[config.mk]
export PLATFORM = sky130hd
export DESIGN_NAME = wind_profile_interpolator
export DESIGN_NICKNAME = d
export VERILOG_FILES = /design/src/rtl/core/wpi_pkg.sv /design/src/rtl/core/wpi_table.sv /design/src/rtl/core/wpi_alu.sv /design/src/rtl/core/wpi_ctrl.sv /design/src/rtl/core/wind_profile_interpolator.sv
export SDC_FILE = /design/constraint.sdc
export NUM_CORES = 2
export LEC_CHECK = 0
export BUFFER_PORTS_ARGS = -buffer_cell sky130_fd_sc_hd__buf_2
export CORE_MARGIN = 5
export CORE_UTILIZATION = 51
export DETAILED_ROUTE_END_ITERATION = 6
export HOLD_SLACK_MARGIN = 0.05
export PLACE_DENSITY = 0.69
export SLEW_MARGIN = 25
export SYNTH_ARGS = -nofsm -noshare
export SYNTH_HDL_FRONTEND = slang
export SYNTH_SLANG_ARGS = --single-unit
[constraint.sdc]
create_clock -name clk_i -period 13.65 [get_ports clk_i]
set_input_delay 2.73 -clock clk_i [delete_from_list [all_inputs] [get_ports clk_i]]
set_output_delay 2.73 -clock clk_i [all_outputs]
set_load 0.02 [all_outputs]
[src/rtl/core/wpi_pkg.sv]
// Shared types, constants and codes of the wind profile interpolator.
`default_nettype none

package wpi_pkg;

  // Elaboration defaults for the top-level parameters
  localparam int unsigned MAX_POINTS_DEF = 16;
  localparam int unsigned RATIO_BITS_DEF = 10;

  // Fixed field widths
  localparam int unsigned OPCODE_W = 1;
  localparam int unsigned INDEX_W  = 4;
  localparam int unsigned HEIGHT_W = 16;
  localparam int unsigned SPEED_W  = 16;
  localparam int unsigned STATUS_W = 2;
  localparam int unsigned CFG_W    = 5;

  // Configuration port
  localparam int unsigned APB_ADDR_W = 3;
  localparam int unsigned APB_DATA_W = 32;
  localparam logic        REG_POINTS_IN_USE = 1'b0;
  localparam logic [CFG_W-1:0] POINTS_RESET = CFG_W'(2);

  // Shared unit: 32x16 multiply-accumulate, restoring divide step
  localparam int unsigned MAC_A_W = 32;
  localparam int unsigned MAC_B_W = 16;
  localparam int unsigned MAC_R_W = MAC_A_W + MAC_B_W;
  localparam int unsigned DVD_W   = 32;
  localparam int unsigned DIV_STEPS = DVD_W;

  // Power law 0.15 = 3/20: compare p^20 against r^3 scaled
  localparam int unsigned POW_EXP   = 20;
  localparam int unsigned POW_ROOT  = 3;
  localparam int unsigned POW_W     = POW_EXP * SPEED_W;
  localparam int unsigned LIMB_W    = 32;
  localparam int unsigned POW_LIMBS = POW_W / LIMB_W;
  localparam int unsigned STEP_W    = 5;
  localparam int unsigned ROUND_HALF = 32768;

  // Opcodes and status codes
  localparam logic [OPCODE_W-1:0] OP_LOAD = 1'b0;
  localparam logic [OPCODE_W-1:0] OP_EVAL = 1'b1;

  localparam logic [STATUS_W-1:0] STATUS_VALID    = 2'd0;
  localparam logic [STATUS_W-1:0] STATUS_NO_VALUE = 2'd1;
  localparam logic [STATUS_W-1:0] STATUS_LOAD_ACK = 2'd2;

  typedef struct packed {
    logic [OPCODE_W-1:0]        opcode;
    logic [INDEX_W-1:0]         point_index;
    logic [HEIGHT_W-1:0]        point_height;
    logic [SPEED_W-1:0]         point_speed;
    logic signed [HEIGHT_W-1:0] query_height;
  } wpi_in_t;

  typedef struct packed {
    logic [SPEED_W-1:0]  wind_speed;
    logic [STATUS_W-1:0] status;
  } wpi_out_t;

  typedef enum logic {
    ALU_MAC,
    ALU_DIV
  } wpi_alu_op_e;

  typedef struct packed {
    wpi_alu_op_e        op;
    logic [MAC_A_W-1:0] a;
    logic [MAC_B_W-1:0] b;
    logic [MAC_A_W-1:0] c;
  } wpi_alu_req_t;

  typedef struct packed {
    logic busy;
    logic done;
  } wpi_ctrl_sts_t;

  typedef enum logic [3:0] {
    ST_IDLE,
    ST_FIRST,
    ST_LAST,
    ST_SCAN,
    ST_MUL,
    ST_IDIV,
    ST_ISUM,
    ST_RDIV,
    ST_RSQ,
    ST_RCUBE,
    ST_SRCH,
    ST_POW,
    ST_CMP,
    ST_SCALE,
    ST_DONE
  } wpi_state_e;

endpackage

`default_nettype wire

[src/rtl/core/wpi_table.sv]
// Breakpoint store: height and speed memories with registered read.
`default_nettype none

module wpi_table #(
  parameter int unsigned MAX_POINTS = wpi_pkg::MAX_POINTS_DEF
) (
  input  wire logic                          clk_i,
  input  wire logic                          wr_en_i,
  input  wire logic [$clog2(MAX_POINTS)-1:0] wr_addr_i,
  input  wire logic [wpi_pkg::HEIGHT_W-1:0]  wr_height_i,
  input  wire logic [wpi_pkg::SPEED_W-1:0]   wr_speed_i,
  input  wire logic [$clog2(MAX_POINTS)-1:0] rd_addr_i,
  output logic      [wpi_pkg::HEIGHT_W-1:0]  rd_height_o,
  output logic      [wpi_pkg::SPEED_W-1:0]   rd_speed_o
);
  import wpi_pkg::*;

  logic [HEIGHT_W-1:0] height_mem [MAX_POINTS];
  logic [SPEED_W-1:0]  speed_mem  [MAX_POINTS];
  logic [HEIGHT_W-1:0] rd_height_q;
  logic [SPEED_W-1:0]  rd_speed_q;

  always_ff @(posedge clk_i) begin
    if (wr_en_i) begin
      height_mem[wr_addr_i] <= wr_height_i;
      speed_mem[wr_addr_i]  <= wr_speed_i;
    end
    rd_height_q <= height_mem[rd_addr_i];
    rd_speed_q  <= speed_mem[rd_addr_i];
  end

  assign rd_height_o = rd_height_q;
  assign rd_speed_o  = rd_speed_q;

endmodule

`default_nettype wire

[src/rtl/core/wpi_alu.sv]
// Shared arithmetic unit: multiply-accumulate and one restoring divide step.
`default_nettype none

module wpi_alu (
  input  wire wpi_pkg::wpi_alu_req_t        req_i,
  output logic [wpi_pkg::MAC_R_W-1:0]       res_o
);
  import wpi_pkg::*;

  logic [MAC_R_W-1:0] mac;
  logic [SPEED_W:0]   trial_rem;
  logic [SPEED_W:0]   trial;

  always_comb begin
    mac       = (MAC_R_W'(req_i.a) * MAC_R_W'(req_i.b)) + MAC_R_W'(req_i.c);
    // a holds {remainder, next dividend bit}; b holds the divisor
    trial_rem = req_i.a[SPEED_W:0];
    trial     = trial_rem - {1'b0, req_i.b};
    case (req_i.op)
      ALU_MAC: res_o = mac;
      ALU_DIV: begin
        if (trial_rem >= {1'b0, req_i.b}) begin
          res_o = MAC_R_W'({1'b1, trial[SPEED_W-1:0]});
        end else begin
          res_o = MAC_R_W'({1'b0, trial_rem[SPEED_W-1:0]});
        end
      end
      default: res_o = '0;
    endcase
  end

endmodule

`default_nettype wire

[src/rtl/core/wpi_ctrl.sv]
// Sequencer: table search, interpolation and power-law evaluation on the shared unit.
`default_nettype none

module wpi_ctrl #(
  parameter int unsigned MAX_POINTS = wpi_pkg::MAX_POINTS_DEF,
  parameter int unsigned RATIO_BITS = wpi_pkg::RATIO_BITS_DEF
) (
  input  wire logic                          clk_i,
  input  wire logic                          rst_ni,
  input  wire logic                          start_i,
  input  wire wpi_pkg::wpi_in_t              req_i,
  input  wire logic [$clog2(MAX_POINTS)-1:0] last_idx_i,
  input  wire logic                          res_take_i,
  output wpi_pkg::wpi_ctrl_sts_t             sts_o,
  output wpi_pkg::wpi_out_t                  res_o,
  output logic      [$clog2(MAX_POINTS)-1:0] rd_addr_o,
  input  wire logic [wpi_pkg::HEIGHT_W-1:0]  rd_height_i,
  input  wire logic [wpi_pkg::SPEED_W-1:0]   rd_speed_i,
  output wpi_pkg::wpi_alu_req_t              alu_req_o,
  input  wire logic [wpi_pkg::MAC_R_W-1:0]   alu_res_i
);
  import wpi_pkg::*;

  localparam int unsigned IdxW   = $clog2(MAX_POINTS);
  localparam int unsigned ZW     = HEIGHT_W - 1;
  localparam int unsigned R3W    = POW_ROOT * RATIO_BITS;
  localparam int unsigned ShiftW = POW_W - R3W;

  wpi_state_e          state_q, state_d;
  logic [ZW-1:0]       z_q, z_d;
  logic [IdxW-1:0]     idx_q, idx_d;
  logic [HEIGHT_W-1:0] prev_h_q, prev_h_d;
  logic [SPEED_W-1:0]  prev_v_q, prev_v_d;
  logic [HEIGHT_W-1:0] den_q, den_d;
  logic [MAC_A_W-1:0]  opa_q, opa_d;
  logic [MAC_B_W-1:0]  opb_q, opb_d;
  logic [SPEED_W-1:0]  rem_q, rem_d;
  logic [DVD_W-1:0]    dvd_q, dvd_d;
  logic                neg_q, neg_d;
  logic [STEP_W-1:0]   step_q, step_d;
  logic [STEP_W-1:0]   pass_q, pass_d;
  logic [R3W-1:0]      r3_q, r3_d;
  logic [SPEED_W-1:0]  lo_q, lo_d;
  logic [SPEED_W-1:0]  hi_q, hi_d;
  logic [SPEED_W-1:0]  mid_q, mid_d;
  logic [POW_W-1:0]    pw_q, pw_d;
  logic [MAC_B_W-1:0]  carry_q, carry_d;
  wpi_out_t            res_q, res_d;

  logic [HEIGHT_W-1:0] z_ext;
  logic                below_first;
  logic                at_top;
  logic                seg_found;
  logic                div_last;
  logic                limb_last;
  logic                pass_last;
  logic                search_open;
  logic [SPEED_W:0]    mid_sum;
  logic [R3W-1:0]      pow_hi;
  logic                pow_ok;
  logic [33:0]         isum;
  logic [RATIO_BITS-1:0] ratio;

  // Shared conditions
  always_comb begin
    z_ext       = {1'b0, z_q};
    below_first = z_ext < rd_height_i;
    at_top      = z_ext >= rd_height_i;
    seg_found   = (z_ext < rd_height_i) || (idx_q == last_idx_i);
    div_last    = step_q == STEP_W'(DIV_STEPS - 1);
    limb_last   = step_q == STEP_W'(POW_LIMBS - 1);
    pass_last   = pass_q == STEP_W'(POW_EXP - 1);
    search_open = lo_q < hi_q;
    mid_sum     = {1'b0, lo_q} + {1'b0, hi_q} + (SPEED_W + 1)'(1);
    pow_hi      = pw_q[POW_W-1:ShiftW];
    pow_ok      = (pow_hi < r3_q) || ((pow_hi == r3_q) && !(|pw_q[ShiftW-1:0]));
    isum        = neg_q ? (34'(prev_v_q) - 34'(dvd_q)) : (34'(prev_v_q) + 34'(dvd_q));
    ratio       = dvd_q[RATIO_BITS-1:0];
  end

  // Next state
  always_comb begin
    state_d = state_q;
    case (state_q)
      ST_IDLE: begin
        if (start_i) begin
          if (req_i.opcode == OP_LOAD || req_i.query_height[HEIGHT_W-1]) begin
            state_d = ST_DONE;
          end else begin
            state_d = ST_FIRST;
          end
        end
      end
      ST_FIRST: state_d = below_first ? ST_RDIV : ST_LAST;
      ST_LAST:  state_d = at_top ? ST_DONE : ST_SCAN;
      ST_SCAN:  state_d = seg_found ? ST_MUL : ST_SCAN;
      ST_MUL:   state_d = ST_IDIV;
      ST_IDIV:  state_d = div_last ? ST_ISUM : ST_IDIV;
      ST_ISUM:  state_d = ST_DONE;
      ST_RDIV:  state_d = div_last ? ST_RSQ : ST_RDIV;
      ST_RSQ:   state_d = ST_RCUBE;
      ST_RCUBE: state_d = ST_SRCH;
      ST_SRCH:  state_d = search_open ? ST_POW : ST_SCALE;
      ST_POW:   state_d = (limb_last && pass_last) ? ST_CMP : ST_POW;
      ST_CMP:   state_d = ST_SRCH;
      ST_SCALE: state_d = ST_DONE;
      ST_DONE:  state_d = res_take_i ? ST_IDLE : ST_DONE;
      default:  state_d = ST_IDLE;
    endcase
  end

  // Datapath and outputs
  always_comb begin
    z_d      = z_q;
    idx_d    = idx_q;
    prev_h_d = prev_h_q;
    prev_v_d = prev_v_q;
    den_d    = den_q;
    opa_d    = opa_q;
    opb_d    = opb_q;
    rem_d    = rem_q;
    dvd_d    = dvd_q;
    neg_d    = neg_q;
    step_d   = step_q;
    pass_d   = pass_q;
    r3_d     = r3_q;
    lo_d     = lo_q;
    hi_d     = hi_q;
    mid_d    = mid_q;
    pw_d     = pw_q;
    carry_d  = carry_q;
    res_d    = res_q;

    alu_req_o    = '0;
    alu_req_o.op = ALU_MAC;

    case (state_q)
      ST_IDLE: begin
        if (start_i) begin
          z_d   = req_i.query_height[ZW-1:0];
          idx_d = '0;
          res_d.wind_speed = '0;
          if (req_i.opcode == OP_LOAD) begin
            res_d.status = STATUS_LOAD_ACK;
          end else begin
            res_d.status = STATUS_NO_VALUE;
          end
        end
      end
      ST_FIRST: begin
        prev_h_d = rd_height_i;
        prev_v_d = rd_speed_i;
        if (below_first) begin
          // ratio z/h0 in Q0.RATIO_BITS
          dvd_d  = DVD_W'({z_q, {RATIO_BITS{1'b0}}});
          den_d  = rd_height_i;
          rem_d  = '0;
          step_d = '0;
        end else begin
          idx_d = last_idx_i;
        end
      end
      ST_LAST: begin
        if (at_top) begin
          res_d.wind_speed = rd_speed_i;
          res_d.status     = STATUS_VALID;
        end else begin
          idx_d = IdxW'(1);
        end
      end
      ST_SCAN: begin
        if (seg_found) begin
          den_d = rd_height_i - prev_h_q;
          opa_d = MAC_A_W'(z_ext - prev_h_q);
          neg_d = rd_speed_i < prev_v_q;
          opb_d = (rd_speed_i < prev_v_q) ? (prev_v_q - rd_speed_i)
                                          : (rd_speed_i - prev_v_q);
        end else begin
          prev_h_d = rd_height_i;
          prev_v_d = rd_speed_i;
          idx_d    = idx_q + IdxW'(1);
        end
      end
      ST_MUL: begin
        // |num| + den/2, the rounding bias folded into the accumulate
        alu_req_o.a = opa_q;
        alu_req_o.b = opb_q;
        alu_req_o.c = MAC_A_W'(den_q >> 1);
        dvd_d  = alu_res_i[DVD_W-1:0];
        rem_d  = '0;
        step_d = '0;
      end
      ST_IDIV, ST_RDIV: begin
        alu_req_o.op = ALU_DIV;
        alu_req_o.a  = MAC_A_W'({rem_q, dvd_q[DVD_W-1]});
        alu_req_o.b  = den_q;
        rem_d  = alu_res_i[SPEED_W-1:0];
        dvd_d  = {dvd_q[DVD_W-2:0], alu_res_i[SPEED_W]};
        step_d = step_q + STEP_W'(1);
      end
      ST_ISUM: begin
        res_d.status = STATUS_VALID;
        if (isum[33]) begin
          res_d.wind_speed = '0;
        end else if (|isum[32:SPEED_W]) begin
          res_d.wind_speed = '1;
        end else begin
          res_d.wind_speed = isum[SPEED_W-1:0];
        end
      end
      ST_RSQ: begin
        alu_req_o.a = MAC_A_W'(ratio);
        alu_req_o.b = MAC_B_W'(ratio);
        opa_d = alu_res_i[MAC_A_W-1:0];
        opb_d = MAC_B_W'(ratio);
      end
      ST_RCUBE: begin
        alu_req_o.a = opa_q;
        alu_req_o.b = opb_q;
        r3_d = alu_res_i[R3W-1:0];
        lo_d = '0;
        hi_d = '1;
      end
      ST_SRCH: begin
        if (search_open) begin
          mid_d   = mid_sum[SPEED_W:1];
          pw_d    = POW_W'(1);
          carry_d = '0;
          step_d  = '0;
          pass_d  = '0;
        end
      end
      ST_POW: begin
        // one limb of pw * mid per cycle, rotating the word through the unit
        alu_req_o.a = pw_q[LIMB_W-1:0];
        alu_req_o.b = mid_q;
        alu_req_o.c = MAC_A_W'(carry_q);
        pw_d    = {alu_res_i[LIMB_W-1:0], pw_q[POW_W-1:LIMB_W]};
        carry_d = alu_res_i[MAC_R_W-1:LIMB_W];
        step_d  = step_q + STEP_W'(1);
        if (limb_last) begin
          carry_d = '0;
          step_d  = '0;
          pass_d  = pass_q + STEP_W'(1);
        end
      end
      ST_CMP: begin
        if (pow_ok) begin
          lo_d = mid_q;
        end else begin
          hi_d = mid_q - SPEED_W'(1);
        end
      end
      ST_SCALE: begin
        alu_req_o.a = MAC_A_W'(prev_v_q);
        alu_req_o.b = lo_q;
        alu_req_o.c = MAC_A_W'(ROUND_HALF);
        res_d.wind_speed = alu_res_i[2*SPEED_W-1:SPEED_W];
        res_d.status     = STATUS_VALID;
      end
      default: ;
    endcase

    rd_addr_o  = idx_d;
    sts_o.busy = state_q != ST_IDLE;
    sts_o.done = state_q == ST_DONE;
    res_o      = res_q;
  end

  always_ff @(posedge clk_i or negedge rst_ni) begin
    if (!rst_ni) begin
      state_q <= ST_IDLE;
    end else begin
      state_q <= state_d;
    end
  end

  always_ff @(posedge clk_i) begin
    z_q      <= z_d;
    idx_q    <= idx_d;
    prev_h_q <= prev_h_d;
    prev_v_q <= prev_v_d;
    den_q    <= den_d;
    opa_q    <= opa_d;
    opb_q    <= opb_d;
    rem_q    <= rem_d;
    dvd_q    <= dvd_d;
    neg_q    <= neg_d;
    step_q   <= step_d;
    pass_q   <= pass_d;
    r3_q     <= r3_d;
    lo_q     <= lo_d;
    hi_q     <= hi_d;
    mid_q    <= mid_d;
    pw_q     <= pw_d;
    carry_q  <= carry_d;
    res_q    <= res_d;
  end

endmodule

`default_nettype wire

[src/rtl/core/wind_profile_interpolator.sv]
// Top level of the wind profile interpolator: ports, register, table, unit, sequencer.
//
//   channel   direction  handshake                payload
//   request   in         in_valid_i / in_stall_o  in_data_i  (wpi_in_t)
//   result    out        out_valid_o / out_stall_i out_data_o (wpi_out_t)
//   config    in         psel/penable/pwrite      paddr, pwdata, prdata
//
// One request at a time; in_stall_o stays high while the sequencer works on it.
// Per request: a load or negative height goes straight to the result; a height at
// or above the top clamp reads the first and last points; interpolation in segment i
// scans up to it, multiplies and runs the restoring divide; below the first point the
// power-law search dominates: 16 trials of p^20, each built limb by limb in the MAC.
// Reset clears the sequencer, the output valid flag and points_in_use (to 2); the
// tables hold whatever was last loaded and are undefined until written.
// A stalled result sits in the output register; the next request is taken meanwhile.
`default_nettype none

module wind_profile_interpolator #(
  parameter int unsigned MAX_POINTS = wpi_pkg::MAX_POINTS_DEF,
  parameter int unsigned RATIO_BITS = wpi_pkg::RATIO_BITS_DEF
) (
  input  wire logic                           clk_i,
  input  wire logic                           rst_ni,
  input  wire logic                           in_valid_i,
  output logic                                in_stall_o,
  input  wire wpi_pkg::wpi_in_t               in_data_i,
  output logic                                out_valid_o,
  input  wire logic                           out_stall_i,
  output wpi_pkg::wpi_out_t                   out_data_o,
  input  wire logic                           psel,
  input  wire logic                           penable,
  input  wire logic                           pwrite,
  input  wire logic [wpi_pkg::APB_ADDR_W-1:0] paddr,
  input  wire logic [wpi_pkg::APB_DATA_W-1:0] pwdata,
  output logic      [wpi_pkg::APB_DATA_W-1:0] prdata,
  output logic                                pready
);
  import wpi_pkg::*;

  localparam int unsigned IdxW = $clog2(MAX_POINTS);

  logic [CFG_W-1:0]    points_q, points_d;
  logic                out_valid_q, out_valid_d;
  wpi_out_t            out_data_q, out_data_d;

  logic                in_accept;
  logic                cfg_write;
  logic                res_take;
  logic                wr_en;
  logic [IdxW-1:0]     wr_addr;
  logic [IdxW-1:0]     last_idx;
  logic [IdxW-1:0]     rd_addr;
  logic [HEIGHT_W-1:0] rd_height;
  logic [SPEED_W-1:0]  rd_speed;
  wpi_ctrl_sts_t       sts;
  wpi_out_t            res;
  wpi_alu_req_t        alu_req;
  logic [MAC_R_W-1:0]  alu_res;

  assign in_accept  = in_valid_i && !in_stall_o;
  assign in_stall_o = sts.busy;

  // Configuration register; a write with paddr[2] set is dropped
  assign pready    = 1'b1;
  assign cfg_write = psel && penable && pwrite && pready;

  always_comb begin
    points_d = points_q;
    if (cfg_write && paddr[2] == REG_POINTS_IN_USE) begin
      points_d = pwdata[CFG_W-1:0];
    end
    prdata = (paddr[2] == REG_POINTS_IN_USE) ? APB_DATA_W'(points_q) : '0;
  end

  // Clamp the point count to 2..MAX_POINTS and take the top index
  always_comb begin
    if (32'(points_q) < 32'd2) begin
      last_idx = IdxW'(1);
    end else if (32'(points_q) > MAX_POINTS) begin
      last_idx = IdxW'(MAX_POINTS - 1);
    end else begin
      last_idx = IdxW'(32'(points_q) - 32'd1);
    end
  end

  // Load on accept; drop slots beyond the table but still acknowledge them
  assign wr_en   = in_accept && (in_data_i.opcode == OP_LOAD) &&
                   (32'(in_data_i.point_index) < MAX_POINTS);
  assign wr_addr = IdxW'(32'(in_data_i.point_index));

  // Output register: advance a finished result when the slot is free or draining
  always_comb begin
    res_take    = sts.done && (!out_valid_q || !out_stall_i);
    out_valid_d = out_valid_q;
    out_data_d  = out_data_q;
    if (res_take) begin
      out_valid_d = 1'b1;
      out_data_d  = res;
    end else if (out_valid_q && !out_stall_i) begin
      out_valid_d = 1'b0;
    end
  end

  always_ff @(posedge clk_i or negedge rst_ni) begin
    if (!rst_ni) begin
      points_q    <= POINTS_RESET;
      out_valid_q <= 1'b0;
    end else begin
      points_q    <= points_d;
      out_valid_q <= out_valid_d;
    end
  end

  always_ff @(posedge clk_i) begin
    out_data_q <= out_data_d;
  end

  assign out_valid_o = out_valid_q;
  assign out_data_o  = out_data_q;

  wpi_table #(
    .MAX_POINTS (MAX_POINTS)
  ) u_table (
    .clk_i       (clk_i),
    .wr_en_i     (wr_en),
    .wr_addr_i   (wr_addr),
    .wr_height_i (in_data_i.point_height),
    .wr_speed_i  (in_data_i.point_speed),
    .rd_addr_i   (rd_addr),
    .rd_height_o (rd_height),
    .rd_speed_o  (rd_speed)
  );

  wpi_alu u_alu (
    .req_i (alu_req),
    .res_o (alu_res)
  );

  wpi_ctrl #(
    .MAX_POINTS (MAX_POINTS),
    .RATIO_BITS (RATIO_BITS)
  ) u_ctrl (
    .clk_i       (clk_i),
    .rst_ni      (rst_ni),
    .start_i     (in_accept),
    .req_i       (in_data_i),
    .last_idx_i  (last_idx),
    .res_take_i  (res_take),
    .sts_o       (sts),
    .res_o       (res),
    .rd_addr_o   (rd_addr),
    .rd_height_i (rd_height),
    .rd_speed_i  (rd_speed),
    .alu_req_o   (alu_req),
    .alu_res_i   (alu_res)
  );

endmodule

`default_nettype wire

# ---- Word level (Yosys, flattened, before mapping)
# Memories as Yosys holds them, arrays and structs flattened. A register that Yosys moved wholly into a read port is not among the register bits.
# Cells that the tools add are included.
dict set report totals {
  register_bits 634
  ram_bits 512
  input_bits 95
  out_inout_bits 53
  word_cells 194
  n_memories 2
}
# memory words width read_ports rd_ports_with_merged_regs wr line_no
set mem_list {}
lappend mem_list {u_table.height_mem 16 16 1 1 1 wpi_table.sv:18} ;# logic [HEIGHT_W-1:0] height_mem [MAX_POINTS];
lappend mem_list {u_table.speed_mem 16 16 1 1 1 wpi_table.sv:19} ;# logic [SPEED_W-1:0] speed_mem [MAX_POINTS];
dict set report classes {
  n_addsub 15
  multipliers 1
  order_cmp 8
  eq_ne 28
  muxes 66
  bitwise 3
  n_reduce_logical 46
}
# op n
set op_table {}
lappend op_table {{$pmux W320 S2} 1}
lappend op_table {{$mux W320} 1}
lappend op_table {{$reduce_or A290 Y1} 1}
lappend op_table {{$pmux W48 S5} 1}
lappend op_table {{$pmux W16 S2} 7}
lappend op_table {{$mux W16} 13}
lappend op_table {{$pmux W16 S3} 2}
lappend op_table {{$pmux W32 S3} 1}
lappend op_table {{$pmux W48 S2} 1}
lappend op_table {{$pmux W18 S4} 1}
lappend op_table {{$mux W32} 2}
lappend op_table {{$pmux W32 S2} 1}
lappend op_table {{$sub A16 B16 Y16} 4}
lappend op_table {{$pmux W4 S13} 1}
lappend op_table {{$add A48 B32 Y48} 1}
lappend op_table {{$mul A32 B16 Y48} 1}
lappend op_table {{$mux W4} 11}
lappend op_table {{$mux W18} 2}
lappend op_table {{$mux W34} 1}
lappend op_table {{$add A16 B32 Y33} 1}
lappend op_table {{$sub A16 B32 Y33} 1}
lappend op_table {{$lt A16 B16 Y1} 2}
lappend op_table {{$eq A30 B30 Y1} 1}
lappend op_table {{$lt A30 B30 Y1} 1}
lappend op_table {{other kinds (42)} 108}

# ---- Depth between registers and ports, before layout
dict set report logic_depth {
  depth_word 8
  ltp_mapped 37
  depth_no_buf 31
}

# ---- Modules after synthesis
# Synthesis repeated with hierarchy kept, for this count alone.
dict set report unflattened {
  cells_unflattened 6077
  area_unflattened_um2 72565.8
}
# mod instances cells_per_inst area_each_um2 seq_area_each_um2
set modules_own_cells {}
lappend modules_own_cells {wpi_ctrl 1 2840 32577.5 18257.5}
lappend modules_own_cells {wpi_table 1 838 19835.3 16015.4}
lappend modules_own_cells {wpi_alu 1 2315 19014.5 0.0}
lappend modules_own_cells {wind_profile_interpolator 1 84 1138.6 691.9}

# ---- Least setup slack after synthesis
# OpenSTA, ideal clock, no wires.
dict set report synth_timing {
  kind {register -> register}
  from {register u_ctrl.lo_q[1]}
  to {register u_ctrl.carry_q[0], enable pin}
  setup_ns 0.713
  arrival_time_ns 9.137
  required_time_ns 12.937
  path_slack_ns 3.800
  path_stages_with_launch 12
  path_buffers 0
  period_less_slack_ns 9.850
  path_cell_list {edfxtp_1 > ha_1 > a21o_1 > a21o_1 > a21oi_1 > nor2_1 > o21ai_0 > a21oi_1 > o2111ai_1 > a32oi_1 > or3_1 > nand2_1}
}
dict set report synth_via {
  elab_chain_len 3
}
# item line_no
set synth_rtl {}
lappend synth_rtl {{from (decl)} wpi_ctrl.sv:43} ;# logic [SPEED_W-1:0] lo_q, lo_d;
lappend synth_rtl {{from (signal assigned)} wpi_ctrl.sv:292} ;# lo_q <= lo_d;
lappend synth_rtl {{$lt A16 B16 Y1} wpi_ctrl.sv:73} ;# search_open = lo_q < hi_q;
lappend synth_rtl {{$ne A2 B1 Y1 (no source line)} -}
lappend synth_rtl {{$reduce_and A2 Y1 (no source line)} -}
lappend synth_rtl {{to (signal assigned)} wpi_ctrl.sv:296} ;# carry_q <= carry_d;
lappend synth_rtl {{to (decl)} wpi_ctrl.sv:47} ;# logic [MAC_B_W-1:0] carry_q, carry_d;
# No other way between the ends.
# A chain may end at the register's enable or synchronous reset.

# ---- Worst setup path in the final report
dict set report layout_timing {
  from {register u_ctrl.state_q[3]}
  to {register u_ctrl.pw_q[315], data pin}
}
dict set report layout_via {
  elab_chain_len 7
  word_cells_on_any_way 18
  cone_classes {add/sub: 1; mul: 1; eq/ne: 8; mux: 5; bitwise: 1; reduce/logical: 2}
}
# item line_no
set layout_rtl {}
lappend layout_rtl {{from (decl)} wpi_ctrl.sv:29} ;# wpi_state_e state_q, state_d;
lappend layout_rtl {{from (signal assigned)} wpi_ctrl.sv:274} ;# state_q <= state_d;
lappend layout_rtl {{$eq A4 B3 Y1 / $eq A4 B4 Y1 (equally long branches)} wpi_ctrl.sv:137} ;# case (state_q)
lappend layout_rtl {{$reduce_or A2 Y1 (on tied branches)} -}
lappend layout_rtl {{$pmux W48 S5} wpi_ctrl.sv:137}
lappend layout_rtl {{$mul A32 B16 Y48} wpi_alu.sv:15} ;# mac = (MAC_R_W'(req_i.a) * MAC_R_W'(req_i.b)) + MAC_R_W'(req_i.c);
lappend layout_rtl {{$add A48 B32 Y48} wpi_alu.sv:15}
lappend layout_rtl {{$pmux W48 S2} wpi_alu.sv:19} ;# case (req_i.op)
lappend layout_rtl {{$pmux W320 S2 (*)} wpi_ctrl.sv:137}
lappend layout_rtl {{to (signal assigned)} wpi_ctrl.sv:295} ;# pw_q <= pw_d;
lappend layout_rtl {{to (decl)} wpi_ctrl.sv:46} ;# logic [POW_W-1:0] pw_q, pw_d;
# Every way passes the cells marked *; elsewhere a longest branch is shown, timed or not.

==> flow_metrics.tcl <==
set metrics [dict create \
    status "finished, final reports clean" \
    synth-async-reset-ratio 0.00849 \
    clock_latency_ps 760 \
    synth_edf_count 1132 \
    max_stage_delay_ps 850 \
    crit_slowest_cell "dfrtp_1" \
    ys.flop_type "edfxtp_1" \
    antenna_left 0 \
    hold_buffers 0 \
    synth_seq_area_share 0.491 \
    htreeDepth 3 \
    layout-drive-gt1-share 0.0717 \
    track_usage 0.275 \
    placed_cells 7949 \
    skew_ps 81.8 \
    synthDistinctLibCells 84 \
    rows 137 \
    cts_setup_buffers 0 \
    grt_max_degree 130 \
    worstMarginPinSlew_ps 1130 \
    start_kind "register" \
    grt_pass1_vias 48000 \
    clk_pin_slew_ps 60 \
    synth_top_area_share 0.477 \
    drtIter0Drc 4877 \
    via_count 48300 \
    maxSlewHeadroom 0.234 \
    worstPathMaxFanout 33 \
    areaGrowthSynthToFinish_pct 9.11 \
    fp.dieW_um 384 \
    hold_violations 0 \
    start_util 0.512 \
    wire_per_inst_um 25.0 \
    die_h_um 384 \
    dp_hpwl_mm 146 \
    dieArea_um2 147000 \
    drc 0 \
    cp_num_buf_inv 5 \
    fillers 11600 \
    avgSynthCellArea_um2 11.5 \
    cts_buffers 116 \
    cts_tree "built" \
    fin_tns_setup_ps 0 \
    core_um2 139000 \
    hold_path.class "register to register" \
    period_minus_slack_ps 11590 \
    path_common_cell "fa_1" \
    period_share 0.849 \
    crit_arrival_ps 12020 \
    whs_ps 390 \
    gp_congestion 0.976 \
    instances_no_fill 8170 \
    ys_warn_count 0 \
    synth.area.top_cells "edfxtp_1 (48%), fa_1 (12%), ha_1 (6.1%)" \
    root_buffer "clkbuf_16" \
    crit_required_ps 14090 \
    antenna_found_initial 14 \
    wirelength_mm 204 \
    cp_top_family "simple AND/OR/NAND/NOR gates" \
    avgViaCountPerCell 5.92 \
    drtPass1Iterations 7 \
    nets 7073 \
    yosysTopAreaCell "edfxtp_1" \
    io_buffers 90 \
    cts_resized 0 \
    synthCells 6175 \
    cts_num_sinks 1178 \
    synth.cell_area_um2 71200 \
    rrSetupSlack_ps 2060 \
    setup_viol 0 \
    ys_seq_elements 1178 \
    io_pins 148 \
    maxSlewViolCount 0 \
    drv_cap 0 \
    rsz0062_at_grt "false" \
    crit_type "register to register" \
    grt_overflow 0 \
    clk_path_buf_depth 3 \
    post-route-util 0.558 \
    fmax_mhz 86.3 \
    grt_pass1_wl_mm 303 \
    cp-end-kind "register" \
]
## path summary, 6_finish.rpt
check / cells past startpoint / to / start
max: 27 / u_ctrl.pw_q[315] / u_ctrl.state_q[3]
max reg2reg: 27 / u_ctrl.pw_q[315] / u_ctrl.state_q[3]
min reg2reg: 0 / out_data_o[14] / u_ctrl.res_o[14]
max in group asynchronous: 1 / points_q[1] / rst_ni
min in group asynchronous: 1 / u_ctrl.state_q[0] / rst_ni
min: 0 / out_data_o[14] / u_ctrl.res_o[14]
## cells by family after synthesis
logic type      share of synthesized area
xor+xnor                           0.0168
compound gates                     0.0869
buf+inv                            0.0582
other cells                      0.000105
simple gates                        0.123
fa+ha+maj                           0.185
flops                               0.491
mux                                0.0397
## synthesized netlist by cell type (84+ instances only)
| cell | count |
|---|---|
| nor2_1 | 412 |
| mux2i_1 | 271 |
| o22ai_1 | 136 |
| nand3_1 | 96 |
| inv_1 | 737 |
| nor4_1 | 84 |
| nand2_1 | 540 |
| a22oi_1 | 90 |
| clkbuf_1 | 224 |
| fa_1 | 442 |
| and2_1 | 316 |
| ha_1 | 345 |
| a21oi_1 | 184 |
| edfxtp_1 | 1132 |
| xnor2_1 | 90 |
| o21ai_0 | 170 |
## sequential cells by signal (all words and copies together), names as in the netlist, 5 cells and up
signal               cells
u_ctrl.pw_q            320
u_table.rd_height_o     16
u_ctrl.prev_h_q         16
u_ctrl.opb_q            16
u_table.speed_mem      256
u_ctrl.step_q            5
u_ctrl.rem_q            16
u_table.height_mem     256
u_table.rd_speed_o      16
out_data_o              18
u_ctrl.lo_q             16
u_ctrl.carry_q          16
points_q                 5
u_ctrl.r3_q             30
u_ctrl.hi_q             16
u_ctrl.opa_q            32
u_ctrl.res_o            18
u_ctrl.z_q              15
u_ctrl.den_q            16
u_ctrl.pass_q            5
u_ctrl.dvd_q            32
u_ctrl.prev_v_q         16
u_ctrl.mid_q            16
## layout make-up
class	count	area, um^2	share of cell area
flip-flops and latches	1178	35000	0.450
multi-input cells	3960	32500	0.418
clock buffers	149	3110	0.0400
inverters	753	2830	0.0364
well taps	1876	2350	0.0302
repair buffers	182	1160	0.0149
clock inverters	69	800	0.0103
diodes	3	7.51	0.0000966
## metal layers
| layer | GRT usage | vias to the layer above | part of all wire |
|---|---|---|---|
| met5 | 0 | - | 0.00023 |
| met4 | 0.121 | 10 | 0.052 |
| met3 | 0.0580 | 509 | 0.093 |
| met2 | 0.445 | 2169 | 0.47 |
| met1 | 0.359 | 24200 | 0.39 |
| li1 | - | 21500 | - |
## layout by cell type (no fill, tap or decap), types with 22 or more instances in the layout
cell / n
a211oi_1: 23
a21o_1: 73
a21oi_1: 182
a22oi_1: 90
a31oi_1: 29
and2_1: 315
and3_1: 37
buf_2: 90
buf_4: 90
clkbuf_1: 25
clkbuf_16: 116
clkinv_1: 28
clkinv_2: 23
conb_1: 28
dfxtp_1: 36
edfxtp_1: 1132
fa_1: 442
ha_1: 345
inv_1: 737
mux2i_1: 271
nand2_1: 535
nand2b_1: 53
nand3_1: 88
nand4_1: 41
nor2_1: 395
nor2b_1: 41
nor3_1: 44
nor4_1: 84
o21a_1: 22
o21ai_0: 168
o21bai_1: 33
o22ai_1: 136
or4_1: 42
xnor2_1: 89
xor2_1: 47
## stage by stage
step	setup slack, ps	cell area (um^2)
6_report	2060	77700
5_1_grt	1580	77700
4_1_cts	2350	77700
3_5_place_dp	2370	73800
3_3_place_gp	2500	73800
2_1_floorplan	3800	71300
Power is left out: the tool's default activity adds up to more than one toggle a clock period on the data nets, which glitch-free logic cannot reach.
